==> src/rtl/erts_pkg.sv <==
// ----------------------------------------------------------------------------
// erts_pkg
// Types, constants and codes shared by the timestamp rewriter modules.
// ----------------------------------------------------------------------------
package erts_pkg;

  // Record format
  localparam int unsigned HDR_LEN     = 3;
  localparam int unsigned FOOTER_LEN  = 10;
  localparam int unsigned STAMP_BYTES = 4;
  localparam int unsigned BEAT_W      = $clog2(FOOTER_LEN);

  localparam logic [7:0]  TYPE_EVENT  = 8'd4;
  localparam logic [7:0]  TYPE_FOOTER = 8'd7;
  localparam logic [7:0]  TYPE_MAX    = 8'd8;
  localparam logic [7:0]  FV_LATE_STAMP = 8'd70;
  localparam logic [15:0] STAMP_OFS_EARLY = 16'd0;
  localparam logic [15:0] STAMP_OFS_LATE  = 16'd3;

  // Result status codes
  localparam logic [1:0] ST_OK    = 2'd0;
  localparam logic [1:0] ST_BAD   = 2'd1;
  localparam logic [1:0] ST_TRUNC = 2'd2;

  // Time keeping: elapsed ms is held as minutes (mod 64) plus ms in minute
  localparam longint unsigned MS_PER_MIN = 60000;
  localparam longint unsigned MS_PER_SEC = 1000;
  localparam longint unsigned WRAP_SPAN  = 64'd1 << 32;
  localparam longint unsigned WRAP_REM   = WRAP_SPAN % MS_PER_MIN;
  localparam longint unsigned WRAP_QUOT  = WRAP_SPAN / MS_PER_MIN;
  // on a 32-bit wrap, remainder gains (MS_PER_MIN - WRAP_REM), minutes lose
  // WRAP_QUOT + 1
  localparam logic [17:0] WRAP_REM_ADJ = 18'(MS_PER_MIN - WRAP_REM);
  localparam logic [5:0]  WRAP_MIN_ADJ = 6'((WRAP_QUOT + 1) % 64);
  localparam logic [17:0] ONE_MIN  = 18'(MS_PER_MIN);
  localparam logic [17:0] TWO_MIN  = 18'(2 * MS_PER_MIN);
  // seconds = (r * SEC_RECIP) >> SEC_SHIFT, exact for r below one minute
  localparam int unsigned SEC_SHIFT = 26;
  localparam logic [16:0] SEC_RECIP = 17'(((64'd1 << SEC_SHIFT) + MS_PER_SEC - 1) / MS_PER_SEC);
  localparam logic [9:0]  MS_SEC   = 10'(MS_PER_SEC);

  // Command queue depth
  localparam int unsigned CMD_DEPTH = 4;

  // Configuration register indexes
  typedef enum logic [2:0] {
    CFG_BASE_HOUR      = 3'd0,
    CFG_BASE_MINUTE    = 3'd1,
    CFG_BASE_SECOND    = 3'd2,
    CFG_BASE_DAY       = 3'd3,
    CFG_BASE_MONTH     = 3'd4,
    CFG_BASE_YEAR      = 3'd5,
    CFG_STEP_MS        = 3'd6,
    CFG_FORMAT_VERSION = 3'd7
  } cfg_idx_e;

  typedef struct packed {
    logic [4:0]  base_hour;
    logic [5:0]  base_minute;
    logic [5:0]  base_second;
    logic [4:0]  base_day;
    logic [3:0]  base_month;
    logic [15:0] base_year;
    logic [15:0] step_ms;
    logic [7:0]  format_version;
  } cfg_t;

  // Channel payloads
  typedef struct packed {
    logic [7:0] data_byte;
    logic       end_of_stream;
  } item_t;

  typedef struct packed {
    logic [7:0] out_byte;
    logic       last_of_run;
    logic [1:0] status;
  } res_t;

  // Header parser phase
  typedef enum logic [3:0] {
    PH_LEN_HI = 4'b0001,
    PH_LEN_LO = 4'b0010,
    PH_TYPE   = 4'b0100,
    PH_BODY   = 4'b1000
  } phase_e;

  // Commands from front to back
  typedef enum logic [1:0] {
    CMD_BYTE   = 2'd0,
    CMD_HEADER = 2'd1,
    CMD_ERROR  = 2'd2,
    CMD_FOOTER = 2'd3
  } cmd_kind_e;

  typedef struct packed {
    cmd_kind_e   kind;
    logic [15:0] len;
    logic [7:0]  data;
    logic [1:0]  status;
  } cmd_t;

  // Current elapsed time, split for stamping
  typedef struct packed {
    logic [5:0] minutes;
    logic [5:0] sec;
    logic [9:0] ms;
  } time_t;

endpackage

==> src/rtl/event_record_timestamp_rewriter_core.sv <==
// ----------------------------------------------------------------------------
// event_record_timestamp_rewriter_core
// Record stream filter that passes event records with rewritten timestamps.
// ----------------------------------------------------------------------------
// Usage:
//   Input is a queue write side: a byte beat is taken when push_i is high and
//   full_o is low; end_of_stream marks the end instead of a byte.
//   Results are a queue read side: the oldest result sits on pop_data_o while
//   empty_o is low and leaves when pop_i is high.
//   Configuration writes go through cfg_valid_i/cfg_ready_o (always ready);
//   write them only while the block is idle.
//   Throughput: one input beat per cycle while full_o is low. An event header
//   byte yields three results and the end beat ten (one if it truncates a
//   body); the back end drains one result per cycle and a four-entry command
//   queue absorbs the difference, so full_o rises only when the receiver
//   holds pop_i low or a burst is draining.
//   Reset clears the parser, elapsed time and queues and restores register
//   defaults. When pop_i stays low the output stage holds its result and the
//   command queue fills, then full_o stalls the sender.
// ----------------------------------------------------------------------------
module event_record_timestamp_rewriter_core #(
  parameter int unsigned CmdDepth = erts_pkg::CMD_DEPTH
) (
  input  logic            clk_i,
  input  logic            rst_ni,
  input  logic            push_i,
  input  erts_pkg::item_t push_data_i,
  output logic            full_o,
  input  logic            pop_i,
  output logic            empty_o,
  output erts_pkg::res_t  pop_data_o,
  input  logic            cfg_valid_i,
  output logic            cfg_ready_o,
  input  logic [2:0]      cfg_index_i,
  input  logic [15:0]     cfg_data_i
);
  import erts_pkg::*;

  cfg_t  cfg_q;
  time_t cur_time;
  cmd_t  push_cmd, head_cmd;
  logic  accept, advance, cmd_push, cmd_pop, cmd_valid;

  // Configuration registers
  assign cfg_ready_o = 1'b1;

  always_ff @(posedge clk_i or negedge rst_ni) begin
    if (!rst_ni) begin
      cfg_q <= '{base_hour: 5'd0, base_minute: 6'd0, base_second: 6'd0,
                 base_day: 5'd1, base_month: 4'd1, base_year: 16'd2000,
                 step_ms: 16'd1, format_version: 8'd0};
    end else if (cfg_valid_i) begin
      unique case (cfg_idx_e'(cfg_index_i))
        CFG_BASE_HOUR:      cfg_q.base_hour      <= cfg_data_i[4:0];
        CFG_BASE_MINUTE:    cfg_q.base_minute    <= cfg_data_i[5:0];
        CFG_BASE_SECOND:    cfg_q.base_second    <= cfg_data_i[5:0];
        CFG_BASE_DAY:       cfg_q.base_day       <= cfg_data_i[4:0];
        CFG_BASE_MONTH:     cfg_q.base_month     <= cfg_data_i[3:0];
        CFG_BASE_YEAR:      cfg_q.base_year      <= cfg_data_i;
        CFG_STEP_MS:        cfg_q.step_ms        <= cfg_data_i;
        CFG_FORMAT_VERSION: cfg_q.format_version <= cfg_data_i[7:0];
        default:            cfg_q                <= cfg_q;
      endcase
    end
  end

  assign accept = push_i && !full_o;

  erts_time u_time (
    .clk_i     (clk_i),
    .rst_ni    (rst_ni),
    .advance_i (advance),
    .step_i    (cfg_q.step_ms),
    .time_o    (cur_time)
  );

  erts_front u_front (
    .clk_i      (clk_i),
    .rst_ni     (rst_ni),
    .accept_i   (accept),
    .item_i     (push_data_i),
    .cfg_i      (cfg_q),
    .time_i     (cur_time),
    .advance_o  (advance),
    .cmd_push_o (cmd_push),
    .cmd_o      (push_cmd)
  );

  erts_cmd_fifo #(
    .Depth (CmdDepth)
  ) u_cmd_fifo (
    .clk_i      (clk_i),
    .rst_ni     (rst_ni),
    .push_i     (cmd_push),
    .push_cmd_i (push_cmd),
    .full_o     (full_o),
    .pop_i      (cmd_pop),
    .valid_o    (cmd_valid),
    .head_o     (head_cmd)
  );

  erts_back u_back (
    .clk_i       (clk_i),
    .rst_ni      (rst_ni),
    .cfg_i       (cfg_q),
    .cmd_valid_i (cmd_valid),
    .cmd_i       (head_cmd),
    .cmd_pop_o   (cmd_pop),
    .pop_i       (pop_i),
    .empty_o     (empty_o),
    .res_o       (pop_data_o)
  );

endmodule

==> src/rtl/erts_time.sv <==
// ----------------------------------------------------------------------------
// erts_time
// Elapsed-time keeper: minutes and ms-in-minute updated per event, with a
// two-stage split of the remainder into seconds and milliseconds.
// ----------------------------------------------------------------------------
module erts_time (
  input  logic            clk_i,
  input  logic            rst_ni,
  input  logic            advance_i,
  input  logic [15:0]     step_i,
  output erts_pkg::time_t time_o
);
  import erts_pkg::*;

  logic [31:0] elapsed_q, elapsed_d;
  logic [5:0]  min_q, min_d;
  logic [15:0] rem_q, rem_d;
  logic [31:0] prod_q;
  logic [15:0] rem_dly_q;
  logic [5:0]  sec_q;
  logic [9:0]  ms_q;

  logic [32:0] sum;
  logic        wrap;
  logic [17:0] rem_sum;
  logic [1:0]  carry_min;
  logic [32:0] prod_full;
  logic [5:0]  sec_next;
  logic [15:0] sec_ms;

  // Add the step, keep minutes and remainder in sync
  always_comb begin
    sum     = {1'b0, elapsed_q} + {17'd0, step_i};
    wrap    = sum[32];
    rem_sum = {2'd0, rem_q} + {2'd0, step_i} + (wrap ? WRAP_REM_ADJ : 18'd0);
    priority if (rem_sum >= TWO_MIN) begin
      carry_min = 2'd2;
    end else if (rem_sum >= ONE_MIN) begin
      carry_min = 2'd1;
    end else begin
      carry_min = 2'd0;
    end
    elapsed_d = elapsed_q;
    min_d     = min_q;
    rem_d     = rem_q;
    if (advance_i) begin
      elapsed_d = sum[31:0];
      rem_d     = 16'(rem_sum - ({16'd0, carry_min} * ONE_MIN));
      min_d     = min_q + {4'd0, carry_min} - (wrap ? WRAP_MIN_ADJ : 6'd0);
    end
  end

  // Split remainder into seconds and ms
  assign prod_full = {1'b0, rem_q} * SEC_RECIP;
  assign sec_next  = prod_q[SEC_SHIFT +: 6];
  assign sec_ms    = 16'({10'd0, sec_next} * {6'd0, MS_SEC});

  always_ff @(posedge clk_i or negedge rst_ni) begin
    if (!rst_ni) begin
      elapsed_q <= '0;
      min_q     <= '0;
      rem_q     <= '0;
      prod_q    <= '0;
      rem_dly_q <= '0;
      sec_q     <= '0;
      ms_q      <= '0;
    end else begin
      elapsed_q <= elapsed_d;
      min_q     <= min_d;
      rem_q     <= rem_d;
      prod_q    <= prod_full[31:0];
      rem_dly_q <= rem_q;
      sec_q     <= sec_next;
      ms_q      <= 10'(rem_dly_q - sec_ms);
    end
  end

  assign time_o = '{minutes: min_q, sec: sec_q, ms: ms_q};

endmodule

==> src/rtl/erts_front.sv <==
// ----------------------------------------------------------------------------
// erts_front
// Record parser: tracks headers and body position, rewrites stamp bytes and
// queues one command per input byte that yields results.
// ----------------------------------------------------------------------------
module erts_front (
  input  logic            clk_i,
  input  logic            rst_ni,
  input  logic            accept_i,
  input  erts_pkg::item_t item_i,
  input  erts_pkg::cfg_t  cfg_i,
  input  erts_pkg::time_t time_i,
  output logic            advance_o,
  output logic            cmd_push_o,
  output erts_pkg::cmd_t  cmd_o
);
  import erts_pkg::*;

  phase_e      phase_q, phase_d;
  logic [7:0]  len_hi_q, len_hi_d;
  logic [15:0] rec_len_q, rec_len_d;
  logic [15:0] pos_q, pos_d;
  logic        event_q, event_d;
  logic        halted_q, halted_d;
  logic [27:0] stamp_q, stamp_d;

  logic [5:0]  minute;
  logic [10:0] ms_ext;
  logic [27:0] stamp_new;
  logic [15:0] stamp_start;
  logic [15:0] pos_off;
  logic        in_win;
  logic [7:0]  out_byte;
  logic [15:0] pos_next;

  // Pack the stamp for the current elapsed time
  always_comb begin
    minute    = cfg_i.base_minute + time_i.minutes;
    ms_ext    = {1'b0, time_i.ms};
    stamp_new = {cfg_i.base_hour, minute[5:3],
                 minute[2:0], time_i.sec[5:1],
                 time_i.sec[0], ms_ext[10:4],
                 ms_ext[3:0]};
  end

  // Rewrite a body byte that falls in the stamp window
  always_comb begin
    stamp_start = (cfg_i.format_version >= FV_LATE_STAMP) ? STAMP_OFS_LATE : STAMP_OFS_EARLY;
    pos_off     = pos_q - stamp_start;
    in_win      = (pos_q >= stamp_start) && (pos_q < stamp_start + 16'(STAMP_BYTES));
    out_byte    = item_i.data_byte;
    if (in_win) begin
      unique case (pos_off[1:0])
        2'd0: out_byte = stamp_q[27:20];
        2'd1: out_byte = stamp_q[19:12];
        2'd2: out_byte = stamp_q[11:4];
        2'd3: out_byte = {stamp_q[3:0], item_i.data_byte[3:0]};
        default: out_byte = item_i.data_byte;
      endcase
    end
    pos_next = pos_q + 16'd1;
  end

  // Classify the byte and step the parser
  always_comb begin
    phase_d    = phase_q;
    len_hi_d   = len_hi_q;
    rec_len_d  = rec_len_q;
    pos_d      = pos_q;
    event_d    = event_q;
    halted_d   = halted_q;
    stamp_d    = stamp_q;
    advance_o  = 1'b0;
    cmd_push_o = 1'b0;
    cmd_o      = '{kind: CMD_BYTE, len: rec_len_q, data: out_byte, status: ST_OK};
    if (accept_i && !halted_q) begin
      if (item_i.end_of_stream) begin
        halted_d   = 1'b1;
        cmd_push_o = 1'b1;
        if (phase_q == PH_BODY) begin
          cmd_o.kind   = CMD_ERROR;
          cmd_o.status = ST_TRUNC;
        end else begin
          cmd_o.kind = CMD_FOOTER;
        end
      end else begin
        unique case (phase_q)
          PH_LEN_HI: begin
            len_hi_d = item_i.data_byte;
            phase_d  = PH_LEN_LO;
          end
          PH_LEN_LO: begin
            rec_len_d = {len_hi_q, item_i.data_byte};
            phase_d   = PH_TYPE;
          end
          PH_TYPE: begin
            if (item_i.data_byte > TYPE_MAX || rec_len_q < 16'(HDR_LEN)) begin
              halted_d     = 1'b1;
              cmd_push_o   = 1'b1;
              cmd_o.kind   = CMD_ERROR;
              cmd_o.status = ST_BAD;
            end else begin
              event_d = (item_i.data_byte == TYPE_EVENT);
              pos_d   = '0;
              phase_d = (rec_len_q == 16'(HDR_LEN)) ? PH_LEN_HI : PH_BODY;
              if (item_i.data_byte == TYPE_EVENT) begin
                stamp_d    = stamp_new;
                advance_o  = 1'b1;
                cmd_push_o = 1'b1;
                cmd_o.kind = CMD_HEADER;
                cmd_o.data = item_i.data_byte;
              end
            end
          end
          PH_BODY: begin
            pos_d = pos_next;
            if (pos_next >= rec_len_q - 16'(HDR_LEN)) begin
              phase_d = PH_LEN_HI;
            end
            cmd_push_o = event_q;
          end
          default: phase_d = PH_LEN_HI;
        endcase
      end
    end
  end

  always_ff @(posedge clk_i or negedge rst_ni) begin
    if (!rst_ni) begin
      phase_q   <= PH_LEN_HI;
      len_hi_q  <= '0;
      rec_len_q <= '0;
      pos_q     <= '0;
      event_q   <= 1'b0;
      halted_q  <= 1'b0;
    end else begin
      phase_q   <= phase_d;
      len_hi_q  <= len_hi_d;
      rec_len_q <= rec_len_d;
      pos_q     <= pos_d;
      event_q   <= event_d;
      halted_q  <= halted_d;
    end
  end

  // Stamp holds payload only
  always_ff @(posedge clk_i) begin
    stamp_q <= stamp_d;
  end

endmodule

==> src/rtl/erts_cmd_fifo.sv <==
// ----------------------------------------------------------------------------
// erts_cmd_fifo
// Short command queue between parser and output sequencer.
// ----------------------------------------------------------------------------
module erts_cmd_fifo #(
  parameter int unsigned Depth = erts_pkg::CMD_DEPTH
) (
  input  logic           clk_i,
  input  logic           rst_ni,
  input  logic           push_i,
  input  erts_pkg::cmd_t push_cmd_i,
  output logic           full_o,
  input  logic           pop_i,
  output logic           valid_o,
  output erts_pkg::cmd_t head_o
);
  import erts_pkg::*;

  localparam int unsigned PtrW = (Depth > 1) ? $clog2(Depth) : 1;
  localparam int unsigned CntW = $clog2(Depth + 1);
  localparam logic [PtrW-1:0] LastPtr = PtrW'(Depth - 1);

  cmd_t            mem_q [Depth];
  logic [PtrW-1:0] wr_ptr_q, rd_ptr_q;
  logic [CntW-1:0] count_q;
  logic            do_push, do_pop;

  assign full_o  = (count_q == CntW'(Depth));
  assign valid_o = (count_q != '0);
  assign head_o  = mem_q[rd_ptr_q];
  assign do_push = push_i && !full_o;
  assign do_pop  = pop_i && valid_o;

  // Store entries
  always_ff @(posedge clk_i) begin
    if (do_push) begin
      mem_q[wr_ptr_q] <= push_cmd_i;
    end
  end

  // Advance pointers and occupancy
  always_ff @(posedge clk_i or negedge rst_ni) begin
    if (!rst_ni) begin
      wr_ptr_q <= '0;
      rd_ptr_q <= '0;
      count_q  <= '0;
    end else begin
      if (do_push) begin
        wr_ptr_q <= (wr_ptr_q == LastPtr) ? '0 : wr_ptr_q + 1'b1;
      end
      if (do_pop) begin
        rd_ptr_q <= (rd_ptr_q == LastPtr) ? '0 : rd_ptr_q + 1'b1;
      end
      if (do_push && !do_pop) begin
        count_q <= count_q + 1'b1;
      end else if (do_pop && !do_push) begin
        count_q <= count_q - 1'b1;
      end
    end
  end

endmodule

==> src/rtl/erts_back.sv <==
// ----------------------------------------------------------------------------
// erts_back
// Output sequencer: expands each command into result beats, one per cycle
// while the output stage is free or popped, into a registered output stage.
// ----------------------------------------------------------------------------
module erts_back (
  input  logic           clk_i,
  input  logic           rst_ni,
  input  erts_pkg::cfg_t cfg_i,
  input  logic           cmd_valid_i,
  input  erts_pkg::cmd_t cmd_i,
  output logic           cmd_pop_o,
  input  logic           pop_i,
  output logic           empty_o,
  output erts_pkg::res_t res_o
);
  import erts_pkg::*;

  logic [BEAT_W-1:0] beat_q;
  logic              out_valid_q;
  res_t              res_q;

  logic              advance;
  logic [BEAT_W-1:0] last_beat;
  logic              is_last;
  logic [7:0]        beat_byte;
  logic [7:0]        footer_bytes [FOOTER_LEN];
  logic [7:0]        header_bytes [HDR_LEN];

  // Footer record and event header, byte by byte
  always_comb begin
    footer_bytes[0] = 8'(FOOTER_LEN >> 8);
    footer_bytes[1] = 8'(FOOTER_LEN);
    footer_bytes[2] = TYPE_FOOTER;
    footer_bytes[3] = cfg_i.base_year[15:8];
    footer_bytes[4] = cfg_i.base_year[7:0];
    footer_bytes[5] = {4'd0, cfg_i.base_month};
    footer_bytes[6] = {3'd0, cfg_i.base_day};
    footer_bytes[7] = {3'd0, cfg_i.base_hour};
    footer_bytes[8] = {2'd0, cfg_i.base_minute};
    footer_bytes[9] = {2'd0, cfg_i.base_second};
    header_bytes[0] = cmd_i.len[15:8];
    header_bytes[1] = cmd_i.len[7:0];
    header_bytes[2] = cmd_i.data;
  end

  // Pick the beat for the head command
  always_comb begin
    unique case (cmd_i.kind)
      CMD_BYTE: begin
        last_beat = '0;
        beat_byte = cmd_i.data;
      end
      CMD_HEADER: begin
        last_beat = BEAT_W'(HDR_LEN - 1);
        beat_byte = header_bytes[beat_q[1:0]];
      end
      CMD_ERROR: begin
        last_beat = '0;
        beat_byte = 8'd0;
      end
      CMD_FOOTER: begin
        last_beat = BEAT_W'(FOOTER_LEN - 1);
        beat_byte = footer_bytes[beat_q];
      end
      default: begin
        last_beat = '0;
        beat_byte = 8'd0;
      end
    endcase
    is_last   = (beat_q == last_beat);
    advance   = !out_valid_q || pop_i;
    cmd_pop_o = advance && cmd_valid_i && is_last;
  end

  // Load the output stage whenever it frees up
  always_ff @(posedge clk_i or negedge rst_ni) begin
    if (!rst_ni) begin
      out_valid_q <= 1'b0;
      beat_q      <= '0;
    end else if (advance) begin
      out_valid_q <= cmd_valid_i;
      if (cmd_valid_i) begin
        beat_q <= is_last ? '0 : beat_q + 1'b1;
      end
    end
  end

  always_ff @(posedge clk_i) begin
    if (advance && cmd_valid_i) begin
      res_q <= '{out_byte: beat_byte, last_of_run: is_last, status: cmd_i.status};
    end
  end

  assign empty_o = !out_valid_q;
  assign res_o   = res_q;

endmodule

==> config.mk <==
export PLATFORM = sky130hd
export DESIGN_NAME = event_record_timestamp_rewriter_core
export DESIGN_NICKNAME = d
export VERILOG_FILES = /design/src/rtl/erts_pkg.sv /design/src/rtl/event_record_timestamp_rewriter_core.sv /design/src/rtl/erts_time.sv /design/src/rtl/erts_front.sv /design/src/rtl/erts_cmd_fifo.sv /design/src/rtl/erts_back.sv
export SDC_FILE = /design/constraint.sdc
export NUM_CORES = 1
export LEC_CHECK = 0
export BUFFER_PORTS_ARGS = -buffer_cell sky130_fd_sc_hd__buf_2
export CORE_MARGIN = 3
export CORE_UTILIZATION = 40
export DETAILED_ROUTE_END_ITERATION = 12
export SLEW_MARGIN = 0
export SYNTH_ARGS = -nofsm -noshare
export SYNTH_HDL_FRONTEND = slang
export SYNTH_SLANG_ARGS = --single-unit
==> constraint.sdc <==
create_clock -name clk_i -period 7.55 [get_ports clk_i]
set_input_delay 0.755 -clock clk_i [delete_from_list [all_inputs] [get_ports clk_i]]
set_output_delay 0.755 -clock clk_i [all_outputs]
set_load 0.02 [all_outputs]
==> results.md, run 1 <==
- Status: completed
- Ratio of cells with drive above 1 in the final layout: 17.29%
- Tmin final: 7.237 ns
- First-pass GRT wire length: 74090 um
- Core area: 52030 um2
- Sequential area share after synthesis: 45.74%
- Antenna viol nets, final: 0
- Clk sinks: 359
- Insertion delay to the later sink of the worst-skew pair: 0.55 ns
- Hold_ws: 0.1921 ns
- Worst r2r src: cfg_q[8]
- TritonCTS clock tree: done
- DRT iter0 DRCs: 753
- Initial antenna violation count: 0
- Initial Utilization: 40.96%
- Fmax: 138.2 MHz
- First drt pass iteration count: 5
- Largest net degree at the start of global routing: 83
- Worst hold path class: primary input to asynchronous set/reset pin
- WL/cell: 18.19 um
- Rows: 83
- Syn Nets: 2099
- Clk_skew: 0.01506 ns
- GR Overflow Total: 0
- Max Cap Viol: 0
- CP startpoint kind: flop
- Tcrit/Tclk final: 95.85%
- NumNets Final: 2163
- #FFs+latches synth: 359
- Syn Inst Count: 1773
- Number of synthesized flops with an enable pin: 150
- Bufs on Longest Clock Path: 3
- Crit path arrival time: 7.67 ns
- Slowest cell on the critical path: fa_1
- Pleak: 10.95 nW
- HPWL after DPL: 33130 um
- CP max stage delay: 0.46 ns
- GP Congestion: 0.8398
- IO Count: 47
- Syn_area_per_cell: 12.02 um2
- H-tree depth reported by CTS: 2
- Via Count: 13520
- Most used cell, CP: a21o_1
- Setup violators final: 0
- CTS clk-pin slew, worst paths: 0.06 ns
- Vias per inst: 5.306
- CP endpoint kind: flop
- Synth Cell Area: 21310 um2
- Area growth from synthesis to layout: 12.16%
- Maximum vdd drop: 0.1664 mV
- PwrDens: 270.2 nW/um2
- Die footprint: 56080 um2
- # port buffers: 45
- Gr usage total: 16.43%
- Synth cell types: 81
- Ys flop type: dfrtp_1
- Fill cells: 4625
- Max-slew violations: 0
- Total negative slack: 0 ns
- Die width: 236.8 um
- Synth async-reset ratio: 58.22%
- Placed insts: 2469
- WS Path Type: flop to flop
- Least-Margin Pin Slew: 1.045 ns
- Vias in the first global route: 13545
- Drt drc: 0
- Die Y-Extent: 236.8 um
- Fin cells: 2548
- Routed wire length: 46350 um
- Num CTS Buffers: 39
- Synth warn: 0
- Clk root buf: clkbuf_16
- Crit path launch: cfg_q[8]
- Hold Violations, Final: 0
- Worst Path Required: 7.98 ns
- Rel. slew slack: 30.20%
- CP max FO: 6
- Antenna cells: 0
## cells in the mapped netlist (6+ instances only)
cell / instances / share of area (%)
a211oi_1: 8 / 0.28
and3_1: 12 / 0.35
nor3b_1: 10 / 0.35
o21bai_1: 8 / 0.28
xnor2_1: 74 / 3.0
buf_2: 8 / 0.19
xor2_1: 37 / 1.5
a21oi_1: 54 / 1.3
nor2b_1: 6 / 0.18
nor2_1: 69 / 1.2
a21o_1: 41 / 1.4
dfrtp_1: 199 / 23
mux4_2: 31 / 3.3
o21a_1: 11 / 0.39
ha_1: 241 / 14
nand2b_1: 15 / 0.44
dfstp_2: 10 / 1.2
o22ai_1: 7 / 0.21
mux2_2: 102 / 5.4
nand4_1: 7 / 0.21
mux2i_1: 17 / 0.80
o21ai_0: 91 / 2.1
a22oi_1: 12 / 0.42
nand2_1: 146 / 2.6
edfxtp_1: 150 / 21
fa_1: 52 / 4.9
nor3_1: 25 / 0.59
clkbuf_1: 34 / 0.60
nor4_1: 8 / 0.23
a31oi_1: 11 / 0.32
a22o_1: 6 / 0.25
nand3_1: 32 / 0.75
inv_1: 141 / 2.5
## area by class of cell
| type | count | area, um2 | share of cell area (%) |
|---|---|---|---|
| clock inverter | 23 | 326.6 | 1.366 |
| tap | 680 | 850.8 | 3.560 |
| inverter | 143 | 540.5 | 2.262 |
| multi-input combinational | 1223 | 10930 | 45.75 |
| clock buffer | 49 | 1065 | 4.455 |
| timing repair buffer | 71 | 434.2 | 1.817 |
| sequential | 359 | 9749 | 40.79 |
## final timing paths
kind | to | slack, ns | cells after the start
setup / recovery | u_time.min_q[5] | 0.31 | 31
hold reg to reg | u_time.ms_q[2] | 0.34 | 0
setup reg to reg | u_time.min_q[5] | 0.31 | 31
max in group asynchronous | u_front.rec_len_q[9] | 5.91 | 2
hold / removal | u_front.phase_q[2] | 0.19 | 1
min in group clk_i | u_time.ms_q[2] | 0.34 | 0
## what timing repair did
action                                  CTS  global route
setup buffers                             0             7
hold buffers                              0             0
endpoints found under the setup margin    4             6
pin swaps                                 0             9
resized for setup                         2            18
cloned                                    0             0
## stage by stage
| step | instance area [um2] | total power, mW | utilization (%) | worst slack (ns) |
|---|---|---|---|---|
| after floorplan | 21310 | 3.913 | - | 0.5209 |
| after global placement | 22350 | 4.390 | 42.96 | 0.1232 |
| final | 23900 | 6.458 | 45.94 | 0.3131 |
| after CTS | 23750 | 6.512 | 45.64 | 0.04068 |
| after detailed placement | 22350 | 4.430 | 42.96 | -0.1427 |
| after global routing | 23900 | 6.817 | 45.94 | -0.03756 |
## registers in the layout (all words and copies together) (netlist names), 8 cells and up
name / count
u_front.pos_q: 16
u_time.rem_dly_q: 8
u_time.ms_q: 10
cfg_q: 65
u_cmd_fifo.mem_q: 112
u_time.elapsed_q: 32
u_front.rec_len_q: 16
u_time.prod_q: 8
u_front.len_hi_q: 8
u_back.res_o: 11
u_time.rem_q: 16
u_front.stamp_q: 27
## worst max-delay path, delay by kind of cell (launching register included)
family	cells	cell delay [ns]
compound gates	18	3.71
xor+xnor	2	0.32
buf+inv	2	0.27
fa+ha+maj	6	2.00
flops	1	0.38
simple gates	3	0.44
## power by group
part | leakage, nW | total [mW] | internal (mW) | switching [mW]
clock | 0.671 | 2.05 | 1.25 | 0.798
combinational | 6.18 | 1.81 | 0.837 | 0.973
sequential | 4.10 | 2.60 | 2.32 | 0.274
total | 11.0 | 6.46 | 4.41 | 2.05
## cells in the final DEF, fill, tap and decap left out, types with 6 or more instances in the layout
cell type and n:
dfrtp_1 197, mux2i_1 17, nor2_1 69, nand4_1 7
a22o_1 6, ha_1 239, fa_1 51, buf_2 44
mux4_2 31, o21a_1 10, a22oi_1 12, buf_4 25
edfxtp_1 150, clkbuf_16 40, bufinv_16 7, a21oi_1 51
nor3_1 25, clkbuf_1 6, dfstp_2 10, a211oi_1 6
inv_1 140, and3_1 11, o21ai_0 91, nand2_1 146
a21o_1 41, o21bai_1 8, xor2_1 37, nand3_1 32
a31oi_1 10, o22ai_1 7, nor4_1 8, nor2b_1 6
nand2b_1 15, mux2_2 102, xnor2_1 73, nor3b_1 10
## cells by family after synthesis
logic type	after synthesis	share of synthesized area, %
simple gates	369	8.338
other cells	1	0.01760
mux	150	9.465
buf+inv	191	3.429
flops	359	45.74
compound gates	298	9.360
fa+ha+maj	294	19.09
xor+xnor	111	4.562
## metal layers
layer | routed length, um | track usage (%) | share of wire, % | up-vias
li1 | - | - | - | 6508
met1 | 21430 | 22.36 | 46 | 6740
met2 | 22620 | 27.95 | 49 | 212
met3 | 1288 | 1.712 | 2.8 | 60
met4 | 1009 | 4.618 | 2.2 | 0
met5 | 0 | 0 | 0 | -
No activity file was read; power rests on OpenSTA's default activity.
==> run 2: changes to the inputs <==
--- a/config.mk
+++ b/config.mk
@@ -6,7 +6,6 @@
 export NUM_CORES = 1
 export LEC_CHECK = 0
 export BUFFER_PORTS_ARGS = -buffer_cell sky130_fd_sc_hd__buf_2
-export CORE_MARGIN = 3
 export CORE_UTILIZATION = 40
 export DETAILED_ROUTE_END_ITERATION = 12
 export SLEW_MARGIN = 0
==> run 2 against run 1 <==
Compared with the run above:
- wire length fell by 0.68%
- sequential cell count stayed put
- die area fell by 3.3%
- hold slack improved by 0.016 ns
- register-to-register slack better by 0.05 ns
==> results.md, run 2 (synthesized netlist as in run 1, its figures left out) <==
- Status: completed
- CP endpoint kind: flop
- Area growth from synthesis to layout: 11.61%
- Slowest cell on the critical path: fa_1
- DRT iter0 DRCs: 755
- CP max stage delay: 0.45 ns
- Max-slew violations: 0
- PwrDens: 267.2 nW/um2
- Worst Path Required: 7.97 ns
- Worst r2r src: cfg_q[8]
- IO Count: 47
- GR Overflow Total: 0
- Crit path arrival time: 7.60 ns
- # hold bufs at CTS: 0
- Insertion delay to the later sink of the worst-skew pair: 0.54 ns
- Pleak: 10.91 nW
- Fin cells: 2551
- Antenna viol nets, final: 0
- Die Y-Extent: 232.8 um
- Total power: 6.356 mW
- Via Count: 13507
- Ratio of cells with drive above 1 in the final layout: 16.91%
- H-tree depth reported by CTS: 2
- Worst hold path class: primary input to asynchronous set/reset pin
- Reg-to-reg endpoint: u_time.min_q[5]
- CP startpoint kind: flop
- Rel. slew slack: 30.55%
- CTS clk-pin slew, worst paths: 0.06 ns
- Post-DP Area: 22360 um2
- Die footprint: 54200 um2
- R2R cell count: 31
- Clk_skew: 0.02041 ns
- Core area: 52550 um2
- Tcrit/Tclk final: 95.14%
- Num CTS Buffers: 39
- Drt drc: 0
- Antenna cells: 0
- R2R Setup Slk: 0.37 ns
- # port buffers: 45
- WS Path Type: flop to flop
- Placed insts: 2477
- Hold Violations, Final: 0
- Unrepaired setup endpoints after global routing: false
- NumNets Final: 2158
- Commonest non-fill, non-tap cell in the layout: ha_1
- Crit path launch: cfg_q[8]
- Commonest non-fill, non-tap cells in the layout: ha_1, dfrtp_1, edfxtp_1
- Setup violators final: 0
- Max Cap Viol: 0
- Maximum vdd drop: 0.1449 mV
- Least-Margin Pin Slew: 1.039 ns
- Vias in the first global route: 13594
- Total negative slack: 0 ns
- Max reg flops: 112
- GP Congestion: 0.8527
- Initial antenna violation count: 1
- First drt pass iteration count: 5
- Fill cells: 4779
- HPWL after DPL: 33260 um
- Gr usage total: 17.49%
- Fin area: 23780 um2
- Tmin final: 7.183 ns
- TritonCTS clock tree: done
- Clk sinks: 359
- CP max FO: 5
- Capture point of the worst path: u_time.min_q[5]
- Routed wire length: 46030 um
- Register with the most flip-flops: u_cmd_fifo.mem_q
- Initial Utilization: 40.55%
- Rows: 84
- Biggest regs: u_cmd_fifo.mem_q: 112 flops, cfg_q: 65 flops, u_time.elapsed_q: 32 flops
- Bufs on Longest Clock Path: 3
- WL/cell: 18.05 um
- Die width: 232.8 um
- First-pass GRT wire length: 74600 um
- Hold_ws: 0.2086 ns
- Clk root buf: clkbuf_16
- Largest net degree at the start of global routing: 87
- Vias per inst: 5.295
- Most used cell, CP: a21o_1
- Fmax: 139.2 MHz
-- run 2: changes by cell type in the layout (fill, tap and decap cells not counted), sizes merged --
cell,change
bufinv,-2
clkbuf,-1
clkinv,+3
inv,+2
clkinvlp,-2
buf,-5
-- run 2: final cells by class --
type                    count  area [um2]  share of cell area, %
multi-input cells        1223       10930                  45.96
flip-flops and latches    359        9749                  40.99
clock buffers              48        1041                  4.377
well taps                 688       860.8                  3.619
inverters                 143       536.8                  2.257
repair buffers             66       392.9                  1.652
clock inverters            24       272.8                  1.147
-- run 2: what timing repair did --
action	4_1_cts	5_1_grt
gates resized for setup	2	16
endpoints found under the setup margin	4	7
gates cloned	0	0
buffers inserted	0	2
pin swaps	1	7
-- run 2: power breakdown --
group,switching (mW),total (mW),internal (mW)
sequential,0.296,2.62,2.32
clock,0.794,1.96,1.16
combinational,0.944,1.78,0.835
-- run 2: metrics by stage --
stage | util, % | setup WS, ns
after floorplan | - | 0.5209
after global placement | 42.55 | 0.1516
after detailed placement | 42.55 | -0.1178
after CTS | 45.06 | 0.09520
after global routing | 45.26 | 0.04089
final | 45.26 | 0.3671
-- run 2: worst min path at each step --
stage / startpoint / endpoint / slack [ns] / cells after the start
global placement: u_time.prod_q[1] / u_time.ms_q[1] / 0.33 / 0
global route: rst_ni / u_front.pos_q[12] / 0.26 / 1
detailed placement: u_time.prod_q[1] / u_time.ms_q[1] / 0.33 / 0
CTS: rst_ni / u_front.pos_q[12] / 0.23 / 1
finish: rst_ni / u_front.pos_q[12] / 0.21 / 1
floorplan: u_time.prod_q[0] / u_time.ms_q[0] / 0.33 / 0
-- run 2: layer usage --
metal | vias up | share of wire, % | global-route usage (%)
li1 | 6495 | - | -
met1 | 6741 | 46 | 23.83
met2 | 214 | 49 | 29.56
met3 | 57 | 3.0 | 1.924
met4 | 0 | 1.8 | 4.453
met5 | - | 0 | 0
-- run 2: worst max-delay path, delay by kind of cell (launching register included) --
| kind | cells | cell delay (ns) |
|---|---|---|
| AOI/OAI and AO/OA | 15 | 3.04 |
| DFF | 1 | 0.37 |
| and+or+nand+nor | 5 | 0.86 |
| xor gates and xnor gates | 4 | 0.60 |
| adders and majority gates | 7 | 2.20 |
